### src/u16da_pkg.sv
package u16da_pkg;

  localparam int BinW   = 16;
  localparam int NumPos = 5;
  localparam int BcdW   = 4 * NumPos;
  localparam int DdW    = BcdW + BinW;

  // Double-dabble steps done in each pipeline stage; stages times steps covers BinW
  localparam int StepsPerStage = 4;
  localparam int NumStages     = BinW / StepsPerStage;

  // Each decimal position owns three character slots: '.', digit, pad zero
  localparam int SlotsPerPos = 3;
  localparam int SlotW       = SlotsPerPos * NumPos;
  localparam int SlotDot     = 0;
  localparam int SlotDigit   = 1;
  localparam int SlotPad     = 2;

  // Position index of the tens digit, where the decimal point goes
  localparam int DotPos      = 3;
  // Positions past this index emit a forced zero in decimal mode
  localparam int FracZeroPos = 1;

  localparam logic [2:0] MaxPad    = 3'd5;
  localparam logic [3:0] PadLimit  = 4'd5;
  localparam logic [7:0] CharZero  = 8'd48;
  localparam logic [7:0] CharDot   = 8'd46;
  localparam logic [3:0] DigitHigh = 4'b0011;

  typedef struct packed {
    logic [DdW-1:0] dd;
    logic           dec;
    logic [2:0]     width;
  } stage_t;

  // One shift-and-add-3 step of binary to BCD conversion
  function automatic logic [DdW-1:0] dd_step(input logic [DdW-1:0] x);
    logic [DdW-1:0] y;
    y = x;
    for (int n = 0; n < NumPos; n++) begin
      if (y[BinW + 4*n +: 4] >= 4'd5) begin
        y[BinW + 4*n +: 4] = y[BinW + 4*n +: 4] + 4'd3;
      end
    end
    return {y[DdW-2:0], 1'b0};
  endfunction

endpackage

### src/uint16_to_decimal_ascii_unit.sv
// Path: an accepted item passes through the conversion stage registers and is then
//   loaded into the serializer; its first character leaves when out_stall is low.
// Throughput: one character per cycle while out_stall is low; the serializer takes
//   the next item as the last character goes, and drops items with no characters.
// Reset: synchronous, active low; clears all stage valid bits and busy_r.
module uint16_to_decimal_ascii_unit (
  input  logic        clk,
  input  logic        rst_n,
  input  logic        in_valid,
  output logic        in_stall,
  input  logic [15:0] in_value,
  input  logic        in_decimal_mode,
  input  logic [2:0]  in_pad_width,
  output logic        out_valid,
  input  logic        out_stall,
  output logic [7:0]  out_char_code,
  output logic        out_last
);

  localparam int NS = u16da_pkg::NumStages;

  // Stage links: index 0 is the input side, index NS feeds the serializer
  logic              s_valid [NS+1];
  logic              s_ready [NS+1];
  u16da_pkg::stage_t s_data  [NS+1];

  // Seed the conversion word with the binary value and clamp the pad width to five
  assign s_valid[0]      = in_valid;
  assign s_data[0].dd    = {{u16da_pkg::BcdW{1'b0}}, in_value};
  assign s_data[0].dec   = in_decimal_mode;
  assign s_data[0].width = (in_pad_width > u16da_pkg::MaxPad) ? u16da_pkg::MaxPad
                                                             : in_pad_width;
  assign in_stall        = !s_ready[0];

  // Four equal stages of four double-dabble steps each
  for (genvar g = 0; g < NS; g++) begin : g_stage
    u16da_bcd_stage u_stage (
      .clk      (clk),
      .rst_n    (rst_n),
      .up_valid (s_valid[g]),
      .up_ready (s_ready[g]),
      .up_data  (s_data[g]),
      .dn_valid (s_valid[g+1]),
      .dn_ready (s_ready[g+1]),
      .dn_data  (s_data[g+1])
    );
  end

  // Expand BCD digits to characters; transfer one per cycle while out_stall is low
  u16da_serializer u_ser (
    .clk           (clk),
    .rst_n         (rst_n),
    .up_valid      (s_valid[NS]),
    .up_ready      (s_ready[NS]),
    .up_data       (s_data[NS]),
    .out_valid     (out_valid),
    .out_stall     (out_stall),
    .out_char_code (out_char_code),
    .out_last      (out_last)
  );

  // Only digits and the decimal point ever leave the block
  a_char_range: assert property (@(posedge clk) disable iff (!rst_n)
    out_valid |-> ((out_char_code >= u16da_pkg::CharZero &&
                    out_char_code <= (u16da_pkg::CharZero + 8'd9)) ||
                   out_char_code == u16da_pkg::CharDot))
    else $error("character outside digit and point set");

  // A transferred character that is not last leaves more to send
  a_more_chars: assert property (@(posedge clk) disable iff (!rst_n)
    out_valid && !out_stall && !out_last |=> out_valid)
    else $error("item ended without last flag");

  // An accepted input enters the first stage
  a_enter: assert property (@(posedge clk) disable iff (!rst_n)
    in_valid && !in_stall |=> s_valid[1])
    else $error("accepted input lost at first stage");

endmodule

### src/u16da_bcd_stage.sv
module u16da_bcd_stage (
  input  logic               clk,
  input  logic               rst_n,
  input  logic               up_valid,
  output logic               up_ready,
  input  u16da_pkg::stage_t  up_data,
  output logic               dn_valid,
  input  logic               dn_ready,
  output u16da_pkg::stage_t  dn_data
);

  logic              valid_r;
  u16da_pkg::stage_t data_r;
  u16da_pkg::stage_t data_nxt;

  assign up_ready = !valid_r || dn_ready;
  assign dn_valid = valid_r;
  assign dn_data  = data_r;

  // Run this stage's share of the conversion steps
  always_comb begin
    data_nxt = up_data;
    for (int s = 0; s < u16da_pkg::StepsPerStage; s++) begin
      data_nxt.dd = u16da_pkg::dd_step(data_nxt.dd);
    end
  end

  always_ff @(posedge clk) begin
    if (!rst_n) begin
      valid_r <= 1'b0;
    end else if (up_ready) begin
      valid_r <= up_valid;
    end
  end

  always_ff @(posedge clk) begin
    if (up_ready && up_valid) begin
      data_r <= data_nxt;
    end
  end

endmodule

### src/u16da_serializer.sv
module u16da_serializer (
  input  logic              clk,
  input  logic              rst_n,
  input  logic              up_valid,
  output logic              up_ready,
  input  u16da_pkg::stage_t up_data,
  output logic              out_valid,
  input  logic              out_stall,
  output logic [7:0]        out_char_code,
  output logic              out_last
);

  logic                            busy_r;
  logic [u16da_pkg::SlotW-1:0]     mask_r;
  logic [u16da_pkg::BcdW-1:0]      bcd_r;
  logic [u16da_pkg::SlotW-1:0]     new_mask;
  logic [u16da_pkg::SlotW-1:0]     sel;
  logic [u16da_pkg::SlotW-1:0]     rest;
  logic                            lead;
  logic [3:0]                      dgt;
  logic                            load;

  // Build the slot mask: which of the fifteen characters this item emits
  always_comb begin
    new_mask = '0;
    lead     = 1'b1;
    dgt      = '0;
    for (int p = 0; p < u16da_pkg::NumPos; p++) begin
      dgt  = up_data.dd[u16da_pkg::BinW + 4*(u16da_pkg::NumPos-1-p) +: 4];
      lead = lead && (dgt == 4'd0);
      new_mask[p*u16da_pkg::SlotsPerPos + u16da_pkg::SlotDot] =
        up_data.dec && (p == u16da_pkg::DotPos);
      new_mask[p*u16da_pkg::SlotsPerPos + u16da_pkg::SlotDigit] =
        !lead || (up_data.dec && (p > u16da_pkg::FracZeroPos));
      new_mask[p*u16da_pkg::SlotsPerPos + u16da_pkg::SlotPad] =
        lead && (({1'b0, up_data.width} + 4'(p)) >= u16da_pkg::PadLimit);
    end
  end

  assign sel  = mask_r & (~mask_r + {{(u16da_pkg::SlotW-1){1'b0}}, 1'b1});
  assign rest = mask_r & (mask_r - {{(u16da_pkg::SlotW-1){1'b0}}, 1'b1});

  // Pick the character of the lowest pending slot
  always_comb begin
    out_char_code = '0;
    for (int p = 0; p < u16da_pkg::NumPos; p++) begin
      if (sel[p*u16da_pkg::SlotsPerPos + u16da_pkg::SlotDot]) begin
        out_char_code = out_char_code | u16da_pkg::CharDot;
      end
      if (sel[p*u16da_pkg::SlotsPerPos + u16da_pkg::SlotDigit]) begin
        out_char_code = out_char_code |
          {u16da_pkg::DigitHigh, bcd_r[4*(u16da_pkg::NumPos-1-p) +: 4]};
      end
      if (sel[p*u16da_pkg::SlotsPerPos + u16da_pkg::SlotPad]) begin
        out_char_code = out_char_code | u16da_pkg::CharZero;
      end
    end
  end

  assign out_valid = busy_r;
  assign out_last  = (rest == '0);
  assign up_ready  = !busy_r || (!out_stall && out_last);
  // Drop items with nothing to emit
  assign load      = up_valid && up_ready && (new_mask != '0);

  always_ff @(posedge clk) begin
    if (!rst_n) begin
      busy_r <= 1'b0;
    end else if (load) begin
      busy_r <= 1'b1;
    end else if (busy_r && !out_stall) begin
      busy_r <= !out_last;
    end
  end

  always_ff @(posedge clk) begin
    if (load) begin
      mask_r <= new_mask;
      bcd_r  <= up_data.dd[u16da_pkg::DdW-1:u16da_pkg::BinW];
    end else if (busy_r && !out_stall) begin
      mask_r <= rest;
    end
  end

endmodule
### config.mk
export PLATFORM = sky130hd
export DESIGN_NAME = uint16_to_decimal_ascii_unit
export DESIGN_NICKNAME = d
export VERILOG_FILES = /design/src/u16da_pkg.sv /design/src/uint16_to_decimal_ascii_unit.sv /design/src/u16da_bcd_stage.sv /design/src/u16da_serializer.sv
export SDC_FILE = /design/constraint.sdc
export NUM_CORES = 1
export LEC_CHECK = 0
export BUFFER_PORTS_ARGS = -buffer_cell sky130_fd_sc_hd__buf_2
export CORE_MARGIN = 2
export CORE_UTILIZATION = 56
export CTS_BUF_LIST = sky130_fd_sc_hd__clkbuf_4 sky130_fd_sc_hd__clkbuf_8
export DETAILED_ROUTE_END_ITERATION = 7
export PLACE_DENSITY = 0.73
export SETUP_SLACK_MARGIN = 0.2
export SYNTH_ARGS = -nofsm -noshare
export SYNTH_HDL_FRONTEND = slang
export SYNTH_SLANG_ARGS = --single-unit
### constraint.sdc
create_clock -name clk -period 4.61 [get_ports clk]
set_clock_uncertainty 0.15 [all_clocks]
set_input_delay 0.6915 -clock clk [delete_from_list [all_inputs] [get_ports clk]]
set_output_delay 0.6915 -clock clk [all_outputs]
set_load 0.05 [all_outputs]
==> flow_results.org <==
** Drt
- In this run the remaining antenna-violating nets after routing total 0.
- The first detailed-routing pass took 5 iterations.
- After detailed routing, the average wire length per cell comes to 14.1 um.
- After detailed routing, the number of vias per cell comes to 5.79.
- For this block, the initial DRC count from the detailed router was 558.
- Wires add up to 16700 um.
- Vias :: 6831
- For this run, design rule violations remaining after detail routing come to 0.

** Layout
- The net count of the finished layout is 1011.
- Leaving out fill and tap cells, the most frequent cell in the layout is sky130_fd_sc_hd__edfxtp_1.
- Syn-to-layout area delta :: 8.49%
- Final standard cell area without fillers :: 9640 um2
- Antenna Diode Count :: 0
- Leaving out fill and tap cells, the most frequent cells in the layout are 121 x sky130_fd_sc_hd__edfxtp_1, 85 x sky130_fd_sc_hd__nand2_1, 78 x sky130_fd_sc_hd__nor2_1.
- Fill cells in the final layout number 1328.
- Of the cells placed in the final design, the portion with a size suffix greater than 1 is 0.145.

** STA
- Setup violations remaining at the end of the flow were counted as 0.
- The count of pins over their slew limit is 0.
- For the pin with the worst max-slew slack, the measured transition is 1040 ps.
- Highest Clock Rate :: 244 MHz
- The worst path needs 4100 ps of the cycle, external delays included.
- Setup repair after global routing missed its margin :: false
- The hold violation total from the final report is 0.
- In this run the tightest slew margin relative to its limit is 0.301.
- Final clock period utilization by the worst path :: 0.890
- Accumulated negative setup slack :: 0 ps

** Clock tree
- Counting the buffers created by CTS gives 17.
- TritonCTS built the clock tree.
- Clock input transition at the sequential cells of the worst setup and hold paths :: 70 ps
- For this design, the sink count on the clock tree is 129.
- The H-tree generated during clock tree synthesis spans 4 levels.
- Clk Tree Root Cell :: sky130_fd_sc_hd__clkbuf_8
- Once the clock tree was built, the setup fixing pass inserted 0 buffers.
- In this run, post-CTS hold repair placed 0 buffers.
- Clock latency at the later pin of the worst-skew pair :: 440 ps
- The longest clock path from root to sink contains 2 buffers.

** Setup path
- For the worst setup path, the data arrival time is 4130 ps.
- Of all nets on the critical path, the largest fanout is 11.
- In this design, the stage delay of the slowest critical-path cell is 410 ps.
- Crit path cell chain :: inv_1, ha_1, nand2b_1, a21oi_2, xnor2_2, ha_2, nand2b_1, nor2b_1, o21ai_0, nand3_2, mux2_4, a21oi_1, xnor2_1, inv_1, ha_1, nor4b_1, nor2_1
- STA classifies the critical path endpoint as a flip-flop.
- Critical path type :: reg2reg
- Critical-path top delay cell :: sky130_fd_sc_hd__edfxtp_1
- At the worst endpoint, the required time is 4630 ps.
- STA classifies the critical path startpoint as a flip-flop.

** Die
- The initial utilization of the core area, before any placement, comes to 0.566.
- Horizontal extent of the die :: 130 um
- Die Y :: 130 um
- Core Area :: 15700 um2
- Die outline area :: 16900 um2
- Std-Cell Rows :: 46
- For this design the top-level I/O count stands at 35.

** Synthesis
- Mean Syn Cell Area :: 9.56 um2
- Counting distinct cell types in the post-synthesis netlist gives 99.
- Most used flip-flop cell after synthesis :: sky130_fd_sc_hd__edfxtp_1
- Number of enable flip-flop cells after synthesis :: 121
- Of all flip-flops after synthesis, the portion carrying an async set or reset was 0.
- Synthesis produced 930 cells.
- Fraction of the yosys area taken by sequential cells :: 0.427
- Synthesis inferred 129 register bits.
- Area of the mapped netlist :: 8890 um2
- Yosys printed 0 warnings.

** Run
- Total of max-cap violations :: 0

** Global routing
- Met2 track demand over resource :: 0.336
- Fraction of met3 tracks used by global routing :: 0.0422
- In this run the most used layer during global routing was met2.
- Total routing usage reported by global routing :: 0.201
- Antenna violations before repair :: 0
- Remaining global-route overflow :: 0
- For met1 alone, demand over resource in global routing was 0.265.
- Largest net degree at the start of global routing :: 25
- Number of global-route vias before repair :: 5967
- The first global-routing pass estimated 27300 um of wire.

** Pwr
- Power density over cell area :: 463 nW/um2
- Total leakage power :: 3.63 nW
- VDD sags by at most 385 uV.

** Placement
- During placement, the flow inserted port buffers numbering 32.
- After legalization and detailed placement, the total HPWL measured 12000 um.
- Routability-driven placement finished with a final weighted congestion of 0.873.
- Summing all placed instances gives a cell area of 9190 um2.

** Status
- The flow ran to the end, and the final reports show no timing, DRC or antenna violations.

** Hold path
- Type of the most critical hold path :: reg2reg
==> cell usage after synthesis, drive strengths merged, types with 5 or more instances <==
| cell | instances | share of area |
|---|---|---|
| edfxtp | 121 | 0.41 |
| nand2 | 87 | 0.037 |
| o21ai | 82 | 0.047 |
| nor2 | 80 | 0.035 |
| a21oi | 79 | 0.048 |
| inv | 55 | 0.023 |
| ha | 36 | 0.051 |
| nand3 | 29 | 0.016 |
| xnor2 | 27 | 0.030 |
| mux2i | 24 | 0.029 |
| clkbuf | 23 | 0.011 |
| nor3 | 20 | 0.014 |
| nand2b | 19 | 0.013 |
| a31oi | 16 | 0.015 |
| o22ai | 16 | 0.011 |
| nor2b | 14 | 0.0099 |
| buf | 13 | 0.0091 |
| o211ai | 13 | 0.012 |
| o21a | 10 | 0.0086 |
| o31ai | 10 | 0.0096 |
| a211oi | 9 | 0.010 |
| a21o | 9 | 0.0076 |
| and2 | 9 | 0.0063 |
| dfxtp | 8 | 0.018 |
| mux2 | 8 | 0.011 |
| a21boi | 7 | 0.0059 |
| and3 | 7 | 0.0049 |
| or2 | 7 | 0.0052 |
| xor2 | 7 | 0.0069 |
| nor3b | 5 | 0.0042 |
| nor4 | 5 | 0.0035 |
| o21bai | 5 | 0.0042 |
==> metrics by stage <==
step	utilization	power, mW	cells	worst slack [ps]	hold slack [ps]
final	0.614	4.47	1180	506	264
after global routing	0.614	4.80	1180	169	241
after CTS	0.611	4.46	1180	339	245
after detailed placement	0.585	3.44	1148	415	255
after global placement	0.585	3.40	1148	593	251
after floorplan	-	3.14	931	395	250
==> cell type report <==
class | instances | area (um2) | area share
Clock buffer | 25 | 300 | 0.0311
Clock inverter | 7 | 109 | 0.0113
Inverter | 56 | 211 | 0.0219
Multi-Input combinational cell | 710 | 4760 | 0.494
Sequential cell | 129 | 3790 | 0.393
Tap cell | 216 | 270 | 0.0280
Timing Repair Buffer | 37 | 198 | 0.0205
==> routing by layer <==
metal / vias up / routed length [um]
met2: 134 / 8060
met5: - / 0
met3: 21 / 578
met4: 0 / 251
li1: 3498 / -
met1: 3178 / 7810
==> final timing paths <==
check        cells after the start                                        to                                      from  slack, ps
min reg2reg                      0   g_stage[2].u_stage.dn_data[1]$_DFFE_PP_   g_stage[1].u_stage.dn_data[1]$_DFFE_PP_        260
max                             17  g_stage[1].u_stage.dn_data[26]$_DFFE_PP_  g_stage[0].u_stage.dn_data[20]$_DFFE_PP_        510
max reg2reg                     17  g_stage[1].u_stage.dn_data[26]$_DFFE_PP_  g_stage[0].u_stage.dn_data[20]$_DFFE_PP_        510
min                              0   g_stage[2].u_stage.dn_data[1]$_DFFE_PP_   g_stage[1].u_stage.dn_data[1]$_DFFE_PP_        260
==> flip-flops by register name (all words and copies together), names as in the netlist <==
name	count
u_ser.bcd_r	20
u_ser.mask_r	14
g_stage.u_stage.dn_data	90
g_stage.u_stage.dn_valid	4
u_ser.out_valid	1
==> report_power, final <==
group / leakage [nW] / internal [mW] / switching (mW) / total (mW)
sequential: 1.18 / 1.45 / 0.0617 / 1.51
clock: 0.217 / 0.587 / 0.423 / 1.01
combinational: 2.23 / 0.807 / 1.14 / 1.95
==> what timing repair did <==
item / 4_1_cts / 5_1_grt
endpoints found under the hold margin: 0 / 0
setup endpoints to repair: 0 / 2
gates resized for setup: 0 / 7
==> critical path: cells and delay by family (launching register included) <==
kind | cells | cell delay, ps
buf+inv | 2 | 260
xor+xnor | 2 | 370
compound gates | 3 | 610
fa+ha+maj | 3 | 690
mux | 1 | 400
flops | 1 | 410
simple gates | 6 | 930
==> kinds of logic (layout without fill, tap and decap cells) <==
family,Yosys count,after routing,synth area share
flops,129,129,0.427
mux,32,32,0.0398
fa+ha+maj,38,38,0.0529
other cells,1,2,0.000422
compound gates,302,302,0.231
buf+inv,92,125,0.0438
xor+xnor,34,34,0.0369
simple gates,302,302,0.169
No activity file was read; power rests on OpenSTA's default activity.
